**src/rtl/skf_pkg.sv**
```systemverilog
// ----------------------------------------------------------------------------
// skf_pkg
// Shared types, constants and helpers of the scalar kalman filter core.
// ----------------------------------------------------------------------------
`default_nettype none

package skf_pkg;

	localparam int MulW  = 38;
	localparam int DivNW = 64;
	localparam int DivDW = 40;
	localparam int CfgIdxW = 3;

	localparam logic [31:0] ResetTransition  = 32'h1000_0000;
	localparam logic [31:0] ResetObservation = 32'h1000_0000;
	localparam logic [31:0] ResetProcNoise   = 32'd2684;
	localparam logic [31:0] ResetMeasNoise   = 32'd2684355;
	localparam logic [31:0] ResetInitCov     = 32'h1000_0000;

	typedef enum logic [CfgIdxW-1:0] {
		CFG_TRANSITION  = 3'd0,
		CFG_OBSERVATION = 3'd1,
		CFG_PROC_NOISE  = 3'd2,
		CFG_MEAS_NOISE  = 3'd3,
		CFG_INIT_COV    = 3'd4
	} cfg_idx_t;

	typedef enum logic [3:0] {
		ST_IDLE,
		ST_XP,
		ST_T1,
		ST_PP,
		ST_D1,
		ST_DEN,
		ST_DIV,
		ST_KI,
		ST_KH,
		ST_PN,
		ST_DONE
	} state_t;

	typedef struct packed {
		logic            start;
		logic [MulW-1:0] a;
		logic [MulW-1:0] b;
	} mul_req_t;

	typedef struct packed {
		logic             start;
		logic [DivNW-1:0] num;
		logic [DivDW-1:0] den;
	} div_req_t;

	function automatic logic [31:0] mag32(input logic [31:0] v);
		mag32 = v[31] ? (32'd0 - v) : v;
	endfunction

	function automatic logic [31:0] sat_s50(input logic signed [49:0] v);
		if (v > 50'sd2147483647)
			sat_s50 = 32'h7fff_ffff;
		else if (v < -50'sd2147483648)
			sat_s50 = 32'h8000_0000;
		else
			sat_s50 = v[31:0];
	endfunction

endpackage

`default_nettype wire

```
**src/rtl/scalar_kalman_filter_core.sv**
```systemverilog
// ----------------------------------------------------------------------------
// scalar_kalman_filter_core
// One-dimensional fixed-point kalman filter, predict then update per item.
//
//   channel  signals                              direction
//   in       in_valid/in_ready, measurement       into core
//   out      out_valid/out_ready, estimate,       out of core
//            gain, covariance
//   cfg      cfg_valid/cfg_ready, cfg_index,      into core
//            cfg_data
//
// an item passes through eight bit-serial multiplies in sequence and the
// restoring divider, which overlaps a ninth multiply, each followed by a
// handoff, then the output register is loaded; when 1 - k*h is not positive
// the last multiply is skipped.
// one item is in flight at a time; in_ready and cfg_ready are high only when idle.
// a finished result waits in the output register while out_ready is low.
// reset loads the register defaults, estimate 0 and covariance 1.0.
// ----------------------------------------------------------------------------
`default_nettype none

module scalar_kalman_filter_core
	import skf_pkg::*;
(
	input  wire logic               clk,
	input  wire logic               arst_n,
	input  wire logic               in_valid,
	output logic                    in_ready,
	input  wire logic [31:0]        measurement,
	output logic                    out_valid,
	input  wire logic               out_ready,
	output logic [31:0]             estimate,
	output logic [31:0]             gain,
	output logic [31:0]             covariance,
	input  wire logic               cfg_valid,
	output logic                    cfg_ready,
	input  wire logic [CfgIdxW-1:0] cfg_index,
	input  wire logic [31:0]        cfg_data
);

	state_t state_q, state_d;

	logic [31:0] a_q, h_q, qn_q, rn_q;
	logic [31:0] x_q, p_q;
	logic [31:0] z_q, xp_q, pp_q, k_q, xn_q, pn_q;
	logic [63:0] num_q;
	logic        den_zero_q;
	logic        innov_neg_q;
	logic        out_valid_q;
	logic [31:0] est_q, gain_q, cov_q;

	mul_req_t           mreq;
	div_req_t           dreq;
	logic               mul_done, div_done;
	logic [2*MulW-1:0]  mul_prod;
	logic [DivNW-1:0]   div_quo;

	logic [31:0]        amag, hmag;
	logic [47:0]        mhi;
	logic [49:0]        mhi_x;
	logic [48:0]        pp_sum;
	logic [31:0]        pp_w;
	logic [49:0]        den_sum;
	logic signed [49:0] xp_ext;
	logic signed [49:0] sm_xh, innov, innov_abs;
	logic [31:0]        k_w;
	logic signed [49:0] sm_ki, xn_sum;
	logic signed [49:0] sm_kh, om;
	logic               load_out;

	skf_mul u_mul (
		.clk    (clk),
		.arst_n (arst_n),
		.req    (mreq),
		.done   (mul_done),
		.prod   (mul_prod)
	);

	skf_div u_div (
		.clk    (clk),
		.arst_n (arst_n),
		.req    (dreq),
		.done   (div_done),
		.quo    (div_quo)
	);

	assign amag   = mag32(a_q);
	assign hmag   = mag32(h_q);
	assign mhi    = mul_prod[2*MulW-1:28];
	assign mhi_x  = {2'b00, mhi};
	assign xp_ext = {{18{xp_q[31]}}, xp_q};

	assign pp_sum  = {1'b0, mhi} + {17'd0, qn_q};
	assign pp_w    = (pp_sum[48:32] != 17'd0) ? 32'hffff_ffff : pp_sum[31:0];
	assign den_sum = mhi_x + {18'd0, rn_q};

	assign sm_xh     = (xp_q[31] ^ h_q[31]) ? -$signed(mhi_x) : $signed(mhi_x);
	assign innov     = $signed({{18{z_q[31]}}, z_q}) - sm_xh;
	assign innov_abs = innov[49] ? -innov : innov;

	always_comb begin
		if (den_zero_q)
			k_w = 32'd0;
		else if (h_q[31])
			k_w = (div_quo > 64'h8000_0000) ? 32'h8000_0000 : (32'd0 - div_quo[31:0]);
		else
			k_w = (div_quo > 64'h7fff_ffff) ? 32'h7fff_ffff : div_quo[31:0];
	end

	assign sm_ki  = (k_q[31] ^ innov_neg_q) ? -$signed(mhi_x) : $signed(mhi_x);
	assign xn_sum = xp_ext + sm_ki;
	assign sm_kh  = (k_q[31] ^ h_q[31]) ? -$signed(mhi_x) : $signed(mhi_x);
	assign om     = 50'sd268435456 - sm_kh;

	assign load_out = (state_q == ST_DONE) && (!out_valid_q || out_ready);

	always_comb begin
		state_d    = state_q;
		in_ready   = 1'b0;
		mreq.start = 1'b0;
		mreq.a     = '0;
		mreq.b     = '0;
		dreq.start = 1'b0;
		dreq.num   = num_q;
		dreq.den   = den_sum[DivDW-1:0];
		unique case (state_q)
			ST_IDLE: begin
				in_ready = 1'b1;
				if (in_valid) begin
					mreq.start = 1'b1;
					mreq.a     = {6'd0, mag32(x_q)};
					mreq.b     = {6'd0, amag};
					state_d    = ST_XP;
				end
			end
			ST_XP: begin
				if (mul_done) begin
					mreq.start = 1'b1;
					mreq.a     = {6'd0, p_q};
					mreq.b     = {6'd0, amag};
					state_d    = ST_T1;
				end
			end
			ST_T1: begin
				if (mul_done) begin
					mreq.start = 1'b1;
					mreq.a     = {6'd0, amag};
					mreq.b     = mhi[MulW-1:0];
					state_d    = ST_PP;
				end
			end
			ST_PP: begin
				if (mul_done) begin
					mreq.start = 1'b1;
					mreq.a     = {6'd0, pp_w};
					mreq.b     = {6'd0, hmag};
					state_d    = ST_D1;
				end
			end
			ST_D1: begin
				if (mul_done) begin
					mreq.start = 1'b1;
					mreq.a     = {6'd0, hmag};
					mreq.b     = mhi[MulW-1:0];
					state_d    = ST_DEN;
				end
			end
			ST_DEN: begin
				if (mul_done) begin
					dreq.start = 1'b1;
					mreq.start = 1'b1;
					mreq.a     = {6'd0, mag32(xp_q)};
					mreq.b     = {6'd0, hmag};
					state_d    = ST_DIV;
				end
			end
			ST_DIV: begin
				if (div_done) begin
					mreq.start = 1'b1;
					mreq.a     = {6'd0, mag32(k_w)};
					mreq.b     = innov_abs[MulW-1:0];
					state_d    = ST_KI;
				end
			end
			ST_KI: begin
				if (mul_done) begin
					mreq.start = 1'b1;
					mreq.a     = {6'd0, mag32(k_q)};
					mreq.b     = {6'd0, hmag};
					state_d    = ST_KH;
				end
			end
			ST_KH: begin
				if (mul_done) begin
					if (om <= 50'sd0) begin
						state_d = ST_DONE;
					end else begin
						mreq.start = 1'b1;
						mreq.a     = {6'd0, pp_q};
						mreq.b     = om[MulW-1:0];
						state_d    = ST_PN;
					end
				end
			end
			ST_PN: begin
				if (mul_done)
					state_d = ST_DONE;
			end
			ST_DONE: begin
				if (load_out)
					state_d = ST_IDLE;
			end
			default: state_d = ST_IDLE;
		endcase
	end

	always_ff @(posedge clk or negedge arst_n) begin
		if (!arst_n) begin
			state_q <= ST_IDLE;
		end else begin
			state_q <= state_d;
		end
	end

	// configuration and filter state
	always_ff @(posedge clk or negedge arst_n) begin
		if (!arst_n) begin
			a_q  <= ResetTransition;
			h_q  <= ResetObservation;
			qn_q <= ResetProcNoise;
			rn_q <= ResetMeasNoise;
			x_q  <= 32'd0;
			p_q  <= ResetInitCov;
			out_valid_q <= 1'b0;
		end else begin
			if (cfg_valid && cfg_ready) begin
				unique case (cfg_index)
					CFG_TRANSITION:  a_q  <= cfg_data;
					CFG_OBSERVATION: h_q  <= cfg_data;
					CFG_PROC_NOISE:  qn_q <= cfg_data;
					CFG_MEAS_NOISE:  rn_q <= cfg_data;
					CFG_INIT_COV:    p_q  <= cfg_data;
					default: ;
				endcase
			end
			if (load_out) begin
				x_q <= xn_q;
				p_q <= pn_q;
				out_valid_q <= 1'b1;
			end else if (out_ready) begin
				out_valid_q <= 1'b0;
			end
		end
	end

	// working values of one item
	always_ff @(posedge clk) begin
		if (state_q == ST_IDLE && in_valid)
			z_q <= measurement;
		if (state_q == ST_XP && mul_done)
			xp_q <= sat_s50((a_q[31] ^ x_q[31]) ? -$signed(mhi_x) : $signed(mhi_x));
		if (state_q == ST_PP && mul_done)
			pp_q <= pp_w;
		if (state_q == ST_D1 && mul_done)
			num_q <= mul_prod[63:0];
		if (state_q == ST_DEN && mul_done)
			den_zero_q <= (den_sum == 50'd0);
		if (state_q == ST_DIV && div_done) begin
			k_q         <= k_w;
			innov_neg_q <= innov[49];
		end
		if (state_q == ST_KI && mul_done)
			xn_q <= sat_s50(xn_sum);
		if (state_q == ST_KH && mul_done && om <= 50'sd0)
			pn_q <= 32'd0;
		if (state_q == ST_PN && mul_done)
			pn_q <= (mhi[47:32] != 16'd0) ? 32'hffff_ffff : mhi[31:0];
		if (load_out) begin
			est_q  <= xn_q;
			gain_q <= k_q;
			cov_q  <= pn_q;
		end
	end

	assign cfg_ready  = (state_q == ST_IDLE);
	assign out_valid  = out_valid_q;
	assign estimate   = est_q;
	assign gain       = gain_q;
	assign covariance = cov_q;

`ifndef SYNTH
	a_busy_after_accept: assert property (@(posedge clk) disable iff (!arst_n)
		(in_valid && in_ready) |=> !in_ready)
		else $error("input taken while an item is in flight");

	a_init_cov_load: assert property (@(posedge clk) disable iff (!arst_n)
		(cfg_valid && cfg_index == CFG_INIT_COV && state_q == ST_IDLE)
		|=> (p_q == $past(cfg_data)))
		else $error("initial covariance write did not load covariance");

	a_result_held: assert property (@(posedge clk) disable iff (!arst_n)
		(out_valid && !out_ready && state_q != ST_DONE) |=> $stable(estimate))
		else $error("waiting result changed");
`endif

endmodule

`default_nettype wire

```
**src/rtl/skf_mul.sv**
```systemverilog
// ----------------------------------------------------------------------------
// skf_mul
// Bit-serial unsigned shift-add multiplier, one multiplier bit per cycle.
// ----------------------------------------------------------------------------
`default_nettype none

module skf_mul
	import skf_pkg::*;
(
	input  wire logic              clk,
	input  wire logic              arst_n,
	input  wire mul_req_t          req,
	output logic                   done,
	output logic [2*MulW-1:0]      prod
);

	localparam int CntW = $clog2(MulW);

	logic [MulW-1:0]   a_q;
	logic [MulW-1:0]   b_q;
	logic [2*MulW-1:0] acc_q;
	logic [CntW-1:0]   cnt_q;
	logic              busy_q;
	logic              done_q;
	logic [MulW:0]     sum;

	assign sum = {1'b0, acc_q[2*MulW-1:MulW]} + {1'b0, (b_q[0] ? a_q : {MulW{1'b0}})};

	always_ff @(posedge clk or negedge arst_n) begin
		if (!arst_n) begin
			busy_q <= 1'b0;
			done_q <= 1'b0;
			cnt_q  <= '0;
		end else begin
			done_q <= 1'b0;
			if (req.start) begin
				busy_q <= 1'b1;
				cnt_q  <= '0;
			end else if (busy_q) begin
				cnt_q <= cnt_q + 1'b1;
				if (cnt_q == CntW'(MulW - 1)) begin
					busy_q <= 1'b0;
					done_q <= 1'b1;
				end
			end
		end
	end

	always_ff @(posedge clk) begin
		if (req.start) begin
			a_q   <= req.a;
			b_q   <= req.b;
			acc_q <= '0;
		end else if (busy_q) begin
			acc_q <= {sum, acc_q[MulW-1:1]};
			b_q   <= {1'b0, b_q[MulW-1:1]};
		end
	end

	assign done = done_q;
	assign prod = acc_q;

endmodule

`default_nettype wire

```
**src/rtl/skf_div.sv**
```systemverilog
// ----------------------------------------------------------------------------
// skf_div
// Restoring unsigned divider, one quotient bit per cycle.
// ----------------------------------------------------------------------------
`default_nettype none

module skf_div
	import skf_pkg::*;
(
	input  wire logic             clk,
	input  wire logic             arst_n,
	input  wire div_req_t         req,
	output logic                  done,
	output logic [DivNW-1:0]      quo
);

	localparam int CntW = $clog2(DivNW);

	logic [DivNW-1:0] n_q;
	logic [DivDW-1:0] d_q;
	logic [DivDW-1:0] rem_q;
	logic [CntW-1:0]  cnt_q;
	logic             busy_q;
	logic             done_q;
	logic [DivDW:0]   trial;
	logic [DivDW:0]   diff;
	logic             qbit;

	assign trial = {rem_q, n_q[DivNW-1]};
	assign diff  = trial - {1'b0, d_q};
	assign qbit  = (trial >= {1'b0, d_q});

	always_ff @(posedge clk or negedge arst_n) begin
		if (!arst_n) begin
			busy_q <= 1'b0;
			done_q <= 1'b0;
			cnt_q  <= '0;
		end else begin
			done_q <= 1'b0;
			if (req.start) begin
				busy_q <= 1'b1;
				cnt_q  <= '0;
			end else if (busy_q) begin
				cnt_q <= cnt_q + 1'b1;
				if (cnt_q == CntW'(DivNW - 1)) begin
					busy_q <= 1'b0;
					done_q <= 1'b1;
				end
			end
		end
	end

	always_ff @(posedge clk) begin
		if (req.start) begin
			n_q   <= req.num;
			d_q   <= req.den;
			rem_q <= '0;
		end else if (busy_q) begin
			rem_q <= qbit ? diff[DivDW-1:0] : trial[DivDW-1:0];
			n_q   <= {n_q[DivNW-2:0], qbit};
		end
	end

	assign done = done_q;
	assign quo  = n_q;

endmodule

`default_nettype wire

```
**config.mk**
```make
export PLATFORM = sky130hd
export DESIGN_NAME = scalar_kalman_filter_core
export DESIGN_NICKNAME = d
export VERILOG_FILES = /design/src/rtl/skf_pkg.sv /design/src/rtl/scalar_kalman_filter_core.sv /design/src/rtl/skf_mul.sv /design/src/rtl/skf_div.sv
export SDC_FILE = /design/constraint.sdc
export NUM_CORES = 2
export LEC_CHECK = 0
export ABC_AREA = 1
export BUFFER_PORTS_ARGS = -buffer_cell sky130_fd_sc_hd__buf_4
export CAP_MARGIN = 25
export CORE_ASPECT_RATIO = 2
export CORE_MARGIN = 5
export CORE_UTILIZATION = 40
export CTS_CLUSTER_DIAMETER = 60
export CTS_CLUSTER_SIZE = 20
export DETAILED_ROUTE_END_ITERATION = 8
export PLACE_DENSITY_LB_ADDON = 0.12
export SYNTH_ARGS = -nofsm -noshare
export SYNTH_HDL_FRONTEND = slang
export SYNTH_SLANG_ARGS = --single-unit
```
**constraint.sdc**
```tcl
create_clock -name clk -period 4.61 [get_ports clk]
set_clock_uncertainty 0.05 [all_clocks]
set_input_delay 0.461 -clock clk [delete_from_list [all_inputs] [get_ports clk]]
set_output_delay 0.461 -clock clk [all_outputs]
set_load 0.05 [all_outputs]
```
# Yosys cells after proc, flatten, opt, wreduce, memory -nomap -nowiden
# Cells that the tools add are included.
# totals
ff_bits,863
inputBits,72
wordCells,195
# op_classes
muxes,75
eq_ne,27
n_lt_le_gt_ge,8
add_sub_neg,18
bitwise_logic,4
reduce_logical,31
# ops
operator,count
$mux 77,10
$pmux 77 s9,1
$mux 32,19
$sub 1x32->32 const A,7
$mux 50,4
$mux 38,4
$mux 64,2
$gt 50x32->1 const B,2
$lt 50x32->1 const B,2
$add 48x32->49,2
$gt 64x31->1 const B,1
$gt 64x32->1 const B,1
$add 32x50->50,1
$le 50x1->1 const B,1
$logic_not 50->1,1
$neg 48->50,1
$sub 30x50->50 const A,1
$sub 32x50->50,1
$mux 4,11
$pmux 4 s11,1
$ge 41x40->1,1
$mux 40,1
$sub 40x40->40,1
$add 38x38->39,1
other kinds (26),86

# Longest topological paths before layout
# depth
ltp_word,9
depth_mapped,35
depth_no_buf,34

# Modules after synthesis
# From an unflattened synthesis, not the netlist that was laid out.
# hier_totals
cells_unflattened,9157
area_unflattened_um2,63499.7
# modules_own_cells
mod,area_each_um2,instances,seq_area_each_um2,cells_each
scalar_kalman_filter_core,45378.5,1,15587.4,6661
skf_div,9546.7,1,4124.0,1342
skf_mul,8574.5,1,4003.8,1154

# Least setup slack after synthesis
# OpenSTA, ideal clock, no wires.
# synth_path
path_kind,reg-to-reg
start,"register u_mul.acc_q[29], in the netlist u_mul.prod[29]"
end,"register pn_q[0], enable pin"
setup_time_ns,0.432
stages_incl_launch_ff,26
arrival_ns,4.516
path_buffers,0
synth_period_minus_slack_ns,4.998
slack_ns,-0.388
path_cell_list,dfxtp_1 > inv_1 > ha_1 > inv_1 > nand2_1 > nand2_1 > o21ai_1 > nor2_1 > nand3_1 > nor2_2 > nand2_1 > nor2_4 > nand2_1 > nor2_1 > nand2_1 > nand2_1 > nand2_2 > nand2_1 > nand3_1 > nor2_1 > nand2_1 > nor2_2 > nand2_2 > nand2_1 > nand2_1 > a21oi_1
# synth_via
elab_chain_cells,6
# synth_lines
element,line,rtl
from (decl),skf_mul.sv:21,logic [2*MulW-1:0] acc_q;
from (signal assigned),skf_mul.sv:55,"acc_q <= {sum, acc_q[MulW-1:1]};"
$neg 48->50,scalar_kalman_filter_core.sv:112,assign sm_kh = (k_q[31] ^ h_q[31]) ? -$signed(mhi_x) : $signed(mhi_x);
$mux 50 *,scalar_kalman_filter_core.sv:112,
$sub 30x50->50 *,scalar_kalman_filter_core.sv:113,assign om = 50'sd268435456 - sm_kh;
$le 50x1->1 *,scalar_kalman_filter_core.sv:274,if (state_q == ST_KH && mul_done && om <= 50'sd0)
$logic_and 1x1->1 *,scalar_kalman_filter_core.sv:274,
$reduce_bool 2->1 (no line) *,n/a,
to (signal assigned),scalar_kalman_filter_core.sv:277,pn_q <= (mhi[47:32] != 16'd0) ? 32'hffff_ffff : mhi[31:0];
to (decl),scalar_kalman_filter_core.sv:45,"logic [31:0] z_q, xp_q, pp_q, k_q, xn_q, pn_q;"
# Mark *: on every way between the ends. The rest lies on a longest branch, timed or not.
# A chain may end at the register's enable or synchronous reset.

# Worst setup path in the final report
# layout_path
start,"register u_mul.acc_q[28], in the netlist u_mul.prod[28]"
end,"register u_mul.acc_q[48], in the netlist u_mul.prod[48]"
# layout_via
elab_chain_cells,7
# layout_lines
element,line,rtl
$neg 48->50,scalar_kalman_filter_core.sv:112,
$mux 50 *,scalar_kalman_filter_core.sv:112,
$sub 30x50->50 *,scalar_kalman_filter_core.sv:113,
$le 50x1->1 *,scalar_kalman_filter_core.sv:195,if (om <= 50'sd0) begin
$mux 77 *,scalar_kalman_filter_core.sv:195,
$mux 77 *,scalar_kalman_filter_core.sv:194,if (mul_done) begin
$pmux 77 s9 *,scalar_kalman_filter_core.sv:126,unique case (state_q)
# Marks and branches as above.

==> flow_summary.toml <==
[placed_design]
placed_cell_area_sq_mm = 0.0755
io_buffers = 170
gp_congestion = 1.15
hpwl_mm = 291
post-place-ws_ns = -1.10

[drt]
routedWlPerCell_microns = 29.6
drt_iter0_markers = 6800
viasPerCell = 5.72
vias = 70156
finalWirelength_mm = 362
drt_pass1_iterations = 9
drc = 0
antenna_left = 0

[synthesis]
synthDistinctLibCells = 71
syn_nets = 8893
synth_top_area_share_pct = 25.9
synth_edf_count = 528
ys_seq_elements = 857
async_reset_ff_share_pct = 24.9
avgSynthCellArea_sq_um = 7.15
synth_area_leaders = "edfxtp_1 26%, nand2_1 14%, dfrtp_1 7.8%"
synthFlopType = "edfxtp_1"
synth_area_sq_mm = 0.0613
synthCells = 8569
synth-seq-area-share_pct = 38.4
yosysWarnings = 0
synth.largest_area_cell = "edfxtp_1"

[worst_setup_path]
crit_slowest_cell = "dfxtp_2"
cp_data_required_time_ns = 5.17
cpPeakStageDelay_ns = 0.34
endpoint_kind = "register"
start_kind = "register"
path_class = "reg -> reg"
arrival_ns = 5.43
crit_path_max_fanout = 18
cp_num_buf_inv = 9
crit_top_cell = "nand2_1"
crit_family = "simple AND/OR/NAND/NOR gates"

[final_layout]
final_cell_mix = "2176 x nand2_1, 1614 x buf_4, 866 x inv_1"
layout_commonest_cell = "nand2_1"
fin_area_sq_mm = 0.0836
syn2layout_area_growth_pct = 36.4
final_layout_size_suffix_gt1_share_pct = 27.3
num-nets-final = 10443

[cts]
clkLatencyLatePin_ns = 0.74
clock_path_buffers = 3
h-tree-depth = 3
clockRootBuffer = "clkbuf_16"
cts_tree = "yes"
cts.clk_slew.worst_paths_ns = 0.09
cts_made_buffers = 69
clock-sinks = 857

[die]
rows = 203
core-area_sq_mm = 0.153
die_h_microns = 563
dieArea_sq_mm = 0.162
ios = 171
initial_core_util_pct = 40.1
die_width_microns = 287

[power]
p_leak_uw = 0.0377
p_total_uw = 62900
ir_worst_vdd_uv = 648
powerDensity_mw_per_mm2 = 753

[sta]
setup_viol = 237
worst_hold_slack_ns = 0.0270
period_minus_slack_ns = 4.86
relSlewSlack_pct = 16.9
finalCritPeriodShare_pct = 105
rsz0062_at_grt = "true"
worst_pin_slew_ns = 1.25
fin_ws_ns = -0.253
hold_viol_final = 0
tns_ns = -22.95
finalMaxSlewViolations = 0
clock.fmax_mhz = 206

[global_routing]
track_usage_pct = 43.3
grt_max_degree = 81
grt_pass1_vias = 68826
grt_pass1_wl_mm = 494
antenna_found_initial = 39
overflow = 0

[job]
cap_violations = 0

[status]
violations = "setup timing"
status = "finished with violations"

[hold_path]
min_path_type = "in -> reg"
-- registers in the layout (all words and copies together), names as in the netlist, 38 cells and up --
name / cells
u_mul.prod: 76
u_div.rem_q: 40
num_q: 64
u_mul.b_q: 38
u_div.quo: 64
u_div.d_q: 40
-- power by group --
group	leakage, uW	internal [uW]	switching [uW]
Clock	0.00116	3260	3490
Combinational	0.0281	17200	27200
Sequential	0.00846	10100	1670
Total	0.0377	30600	32400
-- final timing paths --
| kind | startpoint | to | slack (ns) | cells past startpoint |
|---|---|---|---|---|
| worst max-delay path | u_mul.prod[28] | u_mul.prod[48] | -0.25 | 32 |
| worst min-delay path | cfg_data[28] | p_q[28] | 0.03 | 3 |
| worst max register to register | u_mul.prod[28] | u_mul.prod[48] | -0.25 | 32 |
| worst min register to register | u_mul.prod[18] | num_q[18] | 0.39 | 0 |
| max in group asynchronous | arst_n | x_q[15] | 3.21 | 3 |
| min in group asynchronous | arst_n | p_q[18] | 0.28 | 2 |
-- cells in the mapped netlist, types with 66 or more instances --
cell type,count
dfrtp_1,191
nor2_1,921
nor3_1,133
a21oi_1,514
edfxtp_1,528
nand4_1,103
o211ai_1,66
xor2_1,198
nand2_1,2356
xnor2_1,93
ha_1,246
clkbuf_1,231
o21ai_0,750
dfxtp_1,116
nand3_1,522
inv_1,912
-- area by class of cell --
cell class	count	area (sq um)
Multi-Input combinational cell	6461	36700
Antenna cell	30	75.1
Clock buffer	89	1850
Sequential cell	857	23600
Clock inverter	39	557
Fill cell	14758	69100
Timing Repair Buffer	1788	14600
Tap cell	2050	2560
Inverter	942	3570
-- metal layers --
metal	wire (microns)	global-route usage (%)
met5	118	0
met4	57600	52.3
met3	23700	9.45
met2	174000	73.9
met1	107000	38.5
-- worst min-delay path, delay by kind of cell --
family / cells / cell delay (ns)
buffers and inverters: 1 / 0.16
AND/OR/NAND/NOR: 2 / 0.18
-- kinds of logic after synthesis --
group           share of synthesized area (%)
compound gates                           14.8
xor+xnor                                 4.16
fa+ha+maj                                5.22
buf+inv                                  7.98
flops                                    38.4
simple gates                             29.4
-- what timing repair did --
| action | CTS | global route |
|---|---|---|
| resized for setup | 609 | 511 |
| endpoints found under the hold margin | 77 | 0 |
| endpoints found under the setup margin | 290 | 311 |
| hold buffers | 33 | 0 |
| setup buffers | 75 | 51 |
| pin swaps | 134 | 191 |
| gates cloned | 3 | 4 |
-- metrics by stage --
step / cells / utilization, %
after floorplan: 8569 / -
after global placement: 11933 / 49.4
after detailed placement: 11937 / 49.4
after CTS: 12173 / 53.0
after global routing: 12228 / 54.7
final: 12256 / 54.7
Note: power is estimated with default switching activity, not from simulation.
